$ cat src/sv/hst_pkg.sv
// ----------------------------------------------------------------------------
// hst_pkg
// Shared widths, opcodes, sequencer states and the result record for the
// handle slot table.
// ----------------------------------------------------------------------------
package hst_pkg;

	// fixed field widths of the request and result beats
	localparam int OP_W     = 3;
	localparam int HANDLE_W = 6;
	localparam int OBJ_W    = 32;

	// default table geometry
	localparam int SLOT_COUNT_DEF = 64;
	localparam int REF_WIDTH_DEF  = 32;

	// request opcodes
	localparam logic [OP_W-1:0] OP_ALLOC      = 3'd0;
	localparam logic [OP_W-1:0] OP_FREE       = 3'd1;
	localparam logic [OP_W-1:0] OP_LOOKUP     = 3'd2;
	localparam logic [OP_W-1:0] OP_INVALIDATE = 3'd3;
	localparam logic [OP_W-1:0] OP_REVERSE    = 3'd4;

	// sequencer states
	typedef enum logic [2:0] {
		ST_CLEAR,
		ST_IDLE,
		ST_READ,
		ST_CHECK,
		ST_SCAN,
		ST_DONE
	} state_t;

	// one result beat
	typedef struct packed {
		logic [HANDLE_W-1:0] handle;
		logic [OBJ_W-1:0]    obj;
		logic                fault;
	} rsp_t;

endpackage

$ cat src/sv/hst_slot_ram.sv
// ----------------------------------------------------------------------------
// hst_slot_ram
// Slot storage: one write port and one read port with registered read data.
// ----------------------------------------------------------------------------
module hst_slot_ram #(
	parameter int SLOT_COUNT = hst_pkg::SLOT_COUNT_DEF,
	parameter int REF_WIDTH  = hst_pkg::REF_WIDTH_DEF
) (
	input  logic                          clk,
	input  logic                          we,
	input  logic [$clog2(SLOT_COUNT)-1:0] waddr,
	input  logic [REF_WIDTH-1:0]          wdata,
	input  logic [$clog2(SLOT_COUNT)-1:0] raddr,
	output logic [REF_WIDTH-1:0]          rdata
);
	import hst_pkg::*;

	logic [REF_WIDTH-1:0] mem_q [SLOT_COUNT];

	// write port
	always_ff @(posedge clk) begin
		if (we) begin
			mem_q[waddr] <= wdata;
		end
	end

	// registered read port
	always_ff @(posedge clk) begin
		rdata <= mem_q[raddr];
	end

endmodule

$ cat src/sv/hst_ctrl.sv
// ----------------------------------------------------------------------------
// hst_ctrl
// Request sequencer: clearing pass, single-slot access and the linear slot
// scan; the single-slot checks and the scan share one slot-word comparator.
// ----------------------------------------------------------------------------
module hst_ctrl #(
	parameter int SLOT_COUNT = hst_pkg::SLOT_COUNT_DEF,
	parameter int REF_WIDTH  = hst_pkg::REF_WIDTH_DEF
) (
	input  logic                          clk,
	input  logic                          arst_n,
	input  logic                          req_valid,
	input  logic [hst_pkg::OP_W-1:0]      opcode,
	input  logic [hst_pkg::HANDLE_W-1:0]  handle_in,
	input  logic [hst_pkg::OBJ_W-1:0]     object_ref,
	output logic                          req_stall,
	input  logic                          out_free,
	output logic                          done,
	output hst_pkg::rsp_t                 res,
	output logic                          mem_we,
	output logic [$clog2(SLOT_COUNT)-1:0] mem_waddr,
	output logic [REF_WIDTH-1:0]          mem_wdata,
	output logic [$clog2(SLOT_COUNT)-1:0] mem_raddr,
	input  logic [REF_WIDTH-1:0]          mem_rdata
);
	import hst_pkg::*;

	localparam int IDX_W = $clog2(SLOT_COUNT);
	localparam logic [IDX_W-1:0]     LAST_IDX = IDX_W'(SLOT_COUNT - 1);
	localparam logic [REF_WIDTH-1:0] REF_INV  = '1;

	state_t               state_q, state_d;
	logic [OP_W-1:0]      op_q;
	logic [IDX_W-1:0]     addr_q;
	logic [REF_WIDTH-1:0] ref_q;
	logic [IDX_W-1:0]     cnt_q, cnt_d;
	logic [IDX_W-1:0]     tag_q, tag_d;
	logic                 tag_vld_q, tag_vld_d;
	rsp_t                 res_q, res_d;
	logic                 load;

	logic [REF_WIDTH-1:0] key;
	logic                 h_ok, ref_ok;
	logic [REF_WIDTH-1:0] cmp_key;
	logic                 hit, rd_zero, rd_inv;

	// request decode
	assign key    = REF_WIDTH'(object_ref);
	assign h_ok   = (handle_in != '0) && (32'(handle_in) < 32'(SLOT_COUNT));
	assign ref_ok = (key != '0) && (key != REF_INV);

	// shared slot-word comparator
	assign cmp_key = (op_q == OP_ALLOC) ? '0 : ref_q;
	assign hit     = (mem_rdata == cmp_key);
	assign rd_zero = (mem_rdata == '0);
	assign rd_inv  = (mem_rdata == REF_INV);

	assign req_stall = (state_q != ST_IDLE);
	assign res       = res_q;

	// control registers
	always_ff @(posedge clk or negedge arst_n) begin
		if (!arst_n) begin
			state_q   <= ST_CLEAR;
			cnt_q     <= '0;
			tag_vld_q <= 1'b0;
		end else begin
			state_q   <= state_d;
			cnt_q     <= cnt_d;
			tag_vld_q <= tag_vld_d;
		end
	end

	// request and result payload
	always_ff @(posedge clk) begin
		if (load) begin
			op_q   <= opcode;
			addr_q <= IDX_W'(handle_in);
			ref_q  <= key;
		end
		tag_q <= tag_d;
		res_q <= res_d;
	end

	// next state, memory control and result
	always_comb begin
		state_d   = state_q;
		cnt_d     = cnt_q;
		tag_d     = cnt_q;
		tag_vld_d = 1'b0;
		res_d     = res_q;
		load      = 1'b0;
		done      = 1'b0;
		mem_we    = 1'b0;
		mem_waddr = addr_q;
		mem_wdata = '0;
		mem_raddr = (state_q == ST_SCAN) ? cnt_q : addr_q;

		unique case (state_q)
			ST_CLEAR: begin
				mem_we    = 1'b1;
				mem_waddr = cnt_q;
				if (cnt_q == LAST_IDX) begin
					state_d = ST_IDLE;
				end else begin
					cnt_d = cnt_q + 1'b1;
				end
			end
			ST_IDLE: begin
				if (req_valid) begin
					load  = 1'b1;
					res_d = '0;
					cnt_d = IDX_W'(1);
					unique case (opcode)
						OP_ALLOC, OP_REVERSE: begin
							state_d = ref_ok ? ST_SCAN : ST_DONE;
						end
						OP_FREE, OP_LOOKUP, OP_INVALIDATE: begin
							state_d = h_ok ? ST_READ : ST_DONE;
						end
						default: begin
							state_d = ST_DONE;
						end
					endcase
				end
			end
			ST_READ: begin
				state_d = ST_CHECK;
			end
			ST_CHECK: begin
				unique case (op_q)
					OP_FREE: begin
						res_d.obj = OBJ_W'(mem_rdata);
						mem_we    = 1'b1;
					end
					OP_LOOKUP: begin
						if (!rd_inv) begin
							res_d.obj = OBJ_W'(mem_rdata);
						end
					end
					OP_INVALIDATE: begin
						if (rd_zero) begin
							res_d.fault = 1'b1;
						end else begin
							mem_we    = 1'b1;
							mem_wdata = REF_INV;
						end
					end
					default: begin
					end
				endcase
				state_d = ST_DONE;
			end
			ST_SCAN: begin
				// one read issued per cycle, compared in the cycle after it is issued
				tag_vld_d = 1'b1;
				cnt_d     = (cnt_q == LAST_IDX) ? cnt_q : cnt_q + 1'b1;
				if (tag_vld_q && hit) begin
					res_d.handle = HANDLE_W'(tag_q);
					if (op_q == OP_ALLOC) begin
						mem_we    = 1'b1;
						mem_waddr = tag_q;
						mem_wdata = ref_q;
					end
					tag_vld_d = 1'b0;
					state_d   = ST_DONE;
				end else if (tag_vld_q && (tag_q == LAST_IDX)) begin
					tag_vld_d = 1'b0;
					state_d   = ST_DONE;
				end
			end
			ST_DONE: begin
				if (out_free) begin
					done    = 1'b1;
					state_d = ST_IDLE;
				end
			end
			default: begin
				state_d = ST_IDLE;
			end
		endcase
	end

endmodule

$ cat src/sv/handle_slot_table.sv
// ----------------------------------------------------------------------------
// handle_slot_table
// Table of object-reference slots with allocate, free, lookup, invalidate
// and reverse lookup requests, one request at a time.
// ----------------------------------------------------------------------------
// states: free, lookup and invalidate pass ST_READ, ST_CHECK, then ST_DONE;
//   allocate and reverse lookup scan the slot memory one read per cycle from
//   slot 1 on; rejected requests go straight from ST_IDLE to ST_DONE
// requests: one at a time, the next one is taken after the result beat leaves
//   the sequencer, so a scan also holds off the next request until it ends
// reset: a clearing pass zeroes every slot; req_stall stays high until it ends
module handle_slot_table #(
	parameter int SLOT_COUNT = hst_pkg::SLOT_COUNT_DEF,
	parameter int REF_WIDTH  = hst_pkg::REF_WIDTH_DEF
) (
	input  logic                         clk,
	input  logic                         arst_n,
	input  logic                         req_valid,
	output logic                         req_stall,
	input  logic [hst_pkg::OP_W-1:0]     opcode,
	input  logic [hst_pkg::HANDLE_W-1:0] handle_in,
	input  logic [hst_pkg::OBJ_W-1:0]    object_ref,
	output logic                         rsp_valid,
	input  logic                         rsp_stall,
	output logic [hst_pkg::HANDLE_W-1:0] handle_out,
	output logic [hst_pkg::OBJ_W-1:0]    object_out,
	output logic                         fault
);
	import hst_pkg::*;

	localparam int IDX_W = $clog2(SLOT_COUNT);

	logic                 mem_we;
	logic [IDX_W-1:0]     mem_waddr, mem_raddr;
	logic [REF_WIDTH-1:0] mem_wdata, mem_rdata;
	logic                 done, out_free;
	rsp_t                 res;
	logic                 rsp_valid_q;
	rsp_t                 rsp_q;

	assign out_free = !rsp_valid_q || !rsp_stall;

	hst_slot_ram #(
		.SLOT_COUNT (SLOT_COUNT),
		.REF_WIDTH  (REF_WIDTH)
	) u_ram (
		.clk   (clk),
		.we    (mem_we),
		.waddr (mem_waddr),
		.wdata (mem_wdata),
		.raddr (mem_raddr),
		.rdata (mem_rdata)
	);

	hst_ctrl #(
		.SLOT_COUNT (SLOT_COUNT),
		.REF_WIDTH  (REF_WIDTH)
	) u_ctrl (
		.clk        (clk),
		.arst_n     (arst_n),
		.req_valid  (req_valid),
		.opcode     (opcode),
		.handle_in  (handle_in),
		.object_ref (object_ref),
		.req_stall  (req_stall),
		.out_free   (out_free),
		.done       (done),
		.res        (res),
		.mem_we     (mem_we),
		.mem_waddr  (mem_waddr),
		.mem_wdata  (mem_wdata),
		.mem_raddr  (mem_raddr),
		.mem_rdata  (mem_rdata)
	);

	// result beat valid
	always_ff @(posedge clk or negedge arst_n) begin
		if (!arst_n) begin
			rsp_valid_q <= 1'b0;
		end else if (done) begin
			rsp_valid_q <= 1'b1;
		end else if (!rsp_stall) begin
			rsp_valid_q <= 1'b0;
		end
	end

	// result beat payload
	always_ff @(posedge clk) begin
		if (done) begin
			rsp_q <= res;
		end
	end

	assign rsp_valid  = rsp_valid_q;
	assign handle_out = rsp_q.handle;
	assign object_out = rsp_q.obj;
	assign fault      = rsp_q.fault;

endmodule

$ cat config.mk
export PLATFORM = sky130hd
export DESIGN_NAME = handle_slot_table
export DESIGN_NICKNAME = d
export VERILOG_FILES = /design/src/sv/hst_pkg.sv /design/src/sv/hst_slot_ram.sv /design/src/sv/hst_ctrl.sv /design/src/sv/handle_slot_table.sv
export SDC_FILE = /design/constraint.sdc
export NUM_CORES = 2
export LEC_CHECK = 0
export ABC_CLOCK_PERIOD_IN_PS = 6800
export BUFFER_PORTS_ARGS = -buffer_cell sky130_fd_sc_hd__buf_2
export CAP_MARGIN = 20
export CORE_AREA = 8 8 445 447
export DETAILED_ROUTE_END_ITERATION = 6
export DIE_AREA = 0 0 453 455
export PLACE_DENSITY = 0.64
export SETUP_SLACK_MARGIN = 0.1
export SLEW_MARGIN = 20
export SYNTH_ARGS = -nofsm -noshare
export SYNTH_HDL_FRONTEND = slang
export SYNTH_SLANG_ARGS = --single-unit
$ cat constraint.sdc
create_clock -name clk -period 6.8 [get_ports clk]
set_input_delay 1.36 -clock clk [delete_from_list [all_inputs] [get_ports clk]]
set_output_delay 1.36 -clock clk [all_outputs]
set_load 0.02 [all_outputs]
# Word-level counts from Yosys, hierarchy flattened
# Memories as Yosys holds them, arrays and structs flattened. A register that Yosys moved wholly into a read port is not among the register bits.
# Cells that the tools add are included.
[word_totals]
regBits = 136
latch_bits = 0
mem_bits_rw = 2048
romBits = 0
input_bits = 45
mem_count = 1
[classes]
addsub = 1
n_mul = 0
div = 0
n_lt_le_gt_ge = 0
n_eq_ne = 29
shift = 0
muxes = 46
bitwise_logic = 0
reduce_logical = 23
[mem_list]
columns = ["name", "depth", "word_bits", "rd", "rd_clocked_by_memory_dff", "write_ports", "line_no", "rtl"]
rows = [
  ["u_ram.mem_q", 64, 32, 1, 1, 1, "hst_slot_ram.sv:18", "logic [REF_WIDTH-1:0] mem_q [SLOT_COUNT];"],
]
[op_table]
columns = ["cell", "n"]
rows = [
  ["32-bit two-way mux", 6],
  ["32-bit case mux with 2 select lines", 2],
  ["33-bit case mux with 2 select lines", 1],
  ["39-bit two-way mux", 1],
  ["6-bit two-way mux", 6],
  ["6-bit case mux with 2 select lines", 3],
  ["32-bit == test", 1],
  ["32-bit == test (second input constant)", 1],
  ["32-bit logical NOT", 1],
  ["32-bit inequality test (second input constant)", 1],
  ["32-bit nonzero test", 1],
  ["3-bit by 2-bit == test with 1-bit output (second input constant)", 6],
  ["3-bit two-way mux", 6],
  ["3-bit case mux with 6 select lines", 1],
  ["1-bit two-way mux", 17],
  ["6-bit == test (second input constant)", 2],
  ["4-bit AND reduction", 3],
  ["2-bit inequality test (second input constant)", 5],
  ["3-bit by 1-bit == test with 1-bit output (second input constant)", 3],
  ["3-bit == test (second input constant)", 3],
  ["3-bit logical NOT", 3],
  ["3-bit inequality test (second input constant)", 3],
  ["6-bit by 1-bit adder with 6-bit output (second input constant)", 1],
  ["2-bit by 1-bit inequality test with 1-bit output (second input constant)", 3],
  ["12 further kinds", 19],
]

# Depth between registers and ports, before layout
[logic_depth]
ltp_word = 8
mapped_depth = 11
depth_no_buf = 8

# By module
# From an unflattened synthesis, not the netlist that was laid out.
[unflattened]
hier_cells = 3790
area_unflattened_um2 = 84486.0
[by_module_without_submodules]
columns = ["module", "n_inst", "cells_each", "area_per_inst_um2", "seq_area_each_um2"]
rows = [
  ["hst_slot_ram", 1, 3324, 78515.3, 62139.6],
  ["hst_ctrl", 1, 424, 4763.3, 2772.7],
  ["handle_slot_table", 1, 42, 1207.4, 1196.1],
]

# Worst setup path before layout
# Ideal clock, no wire load.
[synth_timing]
kind = "reg-to-reg"
startpoint = "register u_ctrl.op_q[1]"
endpoint = "memory u_ram.mem_q[20][0] in the netlist's numbering (enable)"
setup_ns = 0.421
t_arrival_ns = 4.347
slack_ns = 2.032
path_stages_with_launch = 11
n_path_buf = 2
period_less_slack_ns = 4.768
cell_sequence = "edfxtp_1 > or3_4 > buf_6 > o21ai_0 > a2bb2oi_1 > or4_1 > or4_1 > a211oi_2 > or3b_1 > buf_2 > nor2_1"
[synth_between]
elab_chain_cells = 8
word_cells_on_any_way = 15
cone_classes = "eq/ne (3); mux (10); reduce/logical (2)"
[synth_rtl]
columns = ["element", "line_no", "rtl"]
rows = [
  ["from (decl)", "hst_ctrl.sv:33", "logic [OP_W-1:0] op_q;"],
  ["from (signal assigned)", "hst_ctrl.sv:77", "op_q <= opcode;"],
  ["3-bit logical NOT", "hst_ctrl.sv:53, hst_ctrl.sv:160", ""],
  ["32-bit two-way mux", "hst_ctrl.sv:53", "assign cmp_key = (op_q == OP_ALLOC) ? '0 : ref_q;"],
  ["32-bit == test", "hst_ctrl.sv:54", "assign hit = (mem_rdata == cmp_key);"],
  ["1-bit logical AND", "hst_ctrl.sv:158", "if (tag_vld_q && hit) begin"],
  ["1-bit two-way mux", "hst_ctrl.sv:158", ""],
  ["1-bit case mux with 3 select lines", "hst_ctrl.sv:99", "unique case (state_q)"],
  ["1-bit two-way mux", "hst_slot_ram.sv:22", "if (we) begin"],
  ["1-bit two-way mux (implied by the code)", "hst_slot_ram.sv:23", "mem_q[waddr] <= wdata;"],
  ["to (decl)", "hst_slot_ram.sv:18", ""],
]
# Several ways; a longest one is shown, not always the timed one.

# Worst setup path after layout
[layout_timing]
startpoint = "register u_ctrl.op_q[1]"
endpoint = "memory u_ram.mem_q[54][22] in the netlist's numbering (data pin)"
[layout_between]
elab_chain_cells = 6
word_cells_on_any_way = 9
cone_classes = "eq/ne (2); mux (5); reduce/logical (2)"
[layout_rtl]
columns = ["element", "line_no", "rtl"]
rows = [
  ["3-bit logical NOT", "hst_ctrl.sv:53, hst_ctrl.sv:160", ""],
  ["32-bit two-way mux", "hst_ctrl.sv:53", ""],
  ["32-bit == test", "hst_ctrl.sv:54", ""],
  ["1-bit logical AND", "hst_ctrl.sv:158", ""],
  ["32-bit two-way mux", "hst_ctrl.sv:158", ""],
  ["32-bit case mux with 2 select lines *", "hst_ctrl.sv:99", ""],
  ["via mem_wdata[22]", "handle_slot_table.sv:35", "logic [REF_WIDTH-1:0] mem_wdata, mem_rdata;"],
]
# Mark *: on every way through the listed nets, which the timed path passes. The rest lies on a longest branch.

==> impl_metrics.tcl <==
set metrics [dict create \
    gp_congestion 0.9227 \
    intPower_mw 24.63 \
    drive_gt1_share_pct 26.09 \
    ys_types 59 \
    cts_buffers 216 \
    wirelength_um 218400 \
    period_needed_ns 5.362 \
    antenna_found_initial 9 \
    p_switching_mw 9.772 \
    slew_viol_final 0 \
    synth-main-ff-cell "edfxtp_1" \
    cts_setup_buffers 0 \
    syn_area_um2 85290 \
    cts-root-buf "clkbuf_16" \
    finalSetupViolations 0 \
    status "completed" \
    synth_seq_area_share_pct 77.51 \
    final_antenna_net_count 0 \
    powerDensity_nw_per_um2 352.4 \
    wl_met3_um 19450 \
    slowest_delay_ns 0.94 \
    top_layer "met4" \
    drc 0 \
    area_delta_synth_final_pct 14.45 \
    clock_power_share_pct 35.0 \
    combPwrFrac_pct 18.7 \
    cts_tree "done" \
    io_pins 86 \
    post_cts_resized 0 \
    power_frac_seq_pct 46.4 \
    yosys.area.top_type_share_pct 76.30 \
    max_freq_mhz 186.5 \
    finClkSkew_ns 0.05165 \
    crit_type "reg2reg" \
    grt_max_degree 105 \
    nFillCells 14920 \
    synthCells 4110 \
    io_buffers 85 \
    h-tree-depth 4 \
    cts_sinks 2216 \
    p_sw_share_pct 28.41 \
    grt_pass1_wl_um 310100 \
    die_area_um2 206100 \
    crit_chain "or3_4 > nor3_1 > a21oi_1 > or4_1 > or4_1 > nor2_4 > a21o_2 > buf_4" \
    dr.pass1.iters 6 \
    drt-vias-per-instance 5.951 \
    yosys.area.top_type "edfxtp_1" \
    cp_slowest_cell "a21o_2" \
    nNetsFinal 4419 \
    worstPathMaxFanout 33 \
    rows 161 \
    met2WireLength_um 101800 \
    syn_nets 4156 \
    async_reset_ff_share_pct 0.4964 \
    cts-hold-fix-buffers 0 \
    cp.required_ns 7.34 \
    cp_common_cell "or4_1" \
    power.leakage_nw 31.62 \
    num_vias 42160 \
    finalSetupTns_ns 0 \
    relSlewSlack_pct 21.04 \
    insertion_delay_ns 0.85 \
    grt_use_total_pct 20.89 \
    worst_pin_slew_ns 1.184 \
    synth_area_leaders "edfxtp_1 76%, mux4_2 14%, mux2i_1 2.0%, nand2_1 1.8%, dfxtp_1 0.89%" \
    rsz0062_at_grt "no" \
    period_share_pct 78.85 \
    cts_max_path_buffers 3 \
    crit_path_end_kind "flip-flop" \
    ys_seq_elements 2216 \
    fp.dieH_um 455 \
    place_hpwl_um 132000 \
    drv_cap 0 \
    met1Wirelength_um 89940 \
    setup.worst_path.start_class "flip-flop" \
    synth_edf_count 2167 \
    hold_path_class "in2async" \
    grt_remaining_overflow 0 \
    grt_pass1_vias 41540 \
    initial_core_util_pct 44.61 \
    whs_ns 0.4183 \
    yosys_warnings 0 \
    drtIter0Drc 5221 \
    avgRoutedWirePerCell_um 30.83 \
    clk_pin_slew_ns 0.06 \
    synth_area_per_cell_um2 20.75 \
    arrival_ns 5.90 \
    hold_violations 0 \
    vdd_drop_max_mv 0.2870 \
    coreArea_um2 191200 \
    die_width_um 453 \
]
-- worst max-delay path: cells and delay by family (launching register included) --
family / cells / cell delay, ns
and+or+nand+nor: 5 / 2.91
AOI/OAI and AO/OA: 2 / 1.05
buffers and inverters: 1 / 0.56
DFF: 1 / 0.49
-- area by class of cell --
cell class / instances / area (µm²) / share of cell area, %
Clock buffer: 274 / 5714 / 5.854
Sequential cell: 2216 / 66110 / 67.73
Clock inverter: 121 / 1424 / 1.459
Inverter: 21 / 78.83 / 0.08076
Timing Repair Buffer: 255 / 2130 / 2.182
Antenna cell: 8 / 20.02 / 0.02051
Tap cell: 2526 / 3161 / 3.238
Multi-Input combinational cell: 1663 / 18970 / 19.44
-- routing by layer --
| layer | vias up | global-route usage [%] |
|---|---|---|
| met5 | - | 0 |
| met4 | 0 | 6.704 |
| met3 | 301 | 4.494 |
| met2 | 1990 | 32.37 |
| met1 | 22350 | 29.93 |
| li1 | 17510 | - |
-- final timing paths --
kind / from / to / slack, ns / depth (start not counted)
min reg2reg: u_ctrl.res[9] / object_out[8] / 0.42 / 0
min in group clk: u_ctrl.res[9] / object_out[8] / 0.42 / 0
max reg2reg: u_ctrl.op_q[1] / u_ram.mem_q[54][22] / 1.44 / 8
max in group asynchronous: arst_n / rsp_valid / 6.13 / 1
min: arst_n / u_ctrl.tag_vld_q / 0.42 / 1
max: u_ctrl.op_q[1] / u_ram.mem_q[54][22] / 1.44 / 8
-- flip-flops by register name, indices dropped and copies added (netlist names), 6 cells and up --
| register | flops |
|---|---|
| u_ram.rdata | 32 |
| u_ctrl.addr_q | 6 |
| u_ctrl.ref_q | 32 |
| u_ram.mem_q | 2048 |
| object_out | 32 |
| u_ctrl.res | 39 |
| u_ctrl.tag_q | 6 |
| handle_out | 6 |
| u_ctrl.cnt_q | 6 |
-- kinds of logic (layout without fill, tap and decap cells) --
logic type	Yosys count	count (layout)	share of synthesized area (%)
buf+inv	231	671	1.077
other cells	0	8	0
flops	2216	2216	77.51
compound gates	241	241	1.979
fa+ha+maj	1	1	0.01467
simple gates	729	729	3.801
mux	681	681	15.50
xor+xnor	11	11	0.1130
-- through the flow --
| stage | setup WS, ns | instances | utilization, % | power, mW | cell area [µm²] |
|---|---|---|---|---|---|
| after floorplan | 2.032 | 4110 | - | 19.88 | 85290 |
| after global placement | 1.414 | 6671 | 47.17 | 22.62 | 90170 |
| after detailed placement | 1.563 | 6679 | 47.28 | 22.64 | 90380 |
| after CTS | 1.541 | 7074 | 51.01 | 34.56 | 97510 |
| after global routing | 1.273 | 7077 | 51.05 | 35.43 | 97590 |
| final | 1.438 | 7084 | 51.06 | 34.40 | 97610 |
-- cell usage in the layout (no fill, tap or decap), types with 10 or more instances in the layout --
| cell | count |
|---|---|
| a21o_2 | 19 |
| a21o_4 | 13 |
| a21oi_1 | 14 |
| a32oi_1 | 32 |
| and2_1 | 32 |
| buf_12 | 23 |
| buf_2 | 85 |
| buf_4 | 140 |
| bufinv_16 | 25 |
| clkbuf_1 | 50 |
| clkbuf_16 | 217 |
| clkinv_1 | 38 |
| clkinv_2 | 39 |
| dfrtp_1 | 11 |
| dfxtp_1 | 38 |
| edfxtp_1 | 2167 |
| inv_1 | 20 |
| mux2i_1 | 165 |
| mux4_2 | 512 |
| nand2_1 | 414 |
| nand3_1 | 82 |
| nand4_1 | 28 |
| nor2_1 | 25 |
| nor2_4 | 67 |
| nor3_1 | 10 |
| nor4_1 | 20 |
| o21ai_0 | 80 |
| o221ai_1 | 35 |
-- cells in the mapped netlist (11+ instances only) --
library cell and count:
a32oi_1 32, dfrtp_1 11, buf_2 35, dfxtp_1 38, clkbuf_1 120, mux2i_1 169, nor2_1 92, mux4_2 512
edfxtp_1 2167, o21ai_0 80, nand2_1 415, and2_1 32, buf_1 54, nor4_1 20, nand4_1 28, a21o_1 32
o221ai_1 35, nand3_1 82, inv_1 21, a21oi_1 15
-- power by group through the flow --
stage               Sequential, mW  Clock (mW)  Combinational (mW)
global placement              16.2           0                6.42
floorplan                     16.1           0                3.77
finish                        15.9        12.0                6.42
detailed placement            16.2           0                6.43
CTS                           15.9        12.2                6.45
global route                  16.0        12.7                6.77
Power figures use the tool's default switching activity.
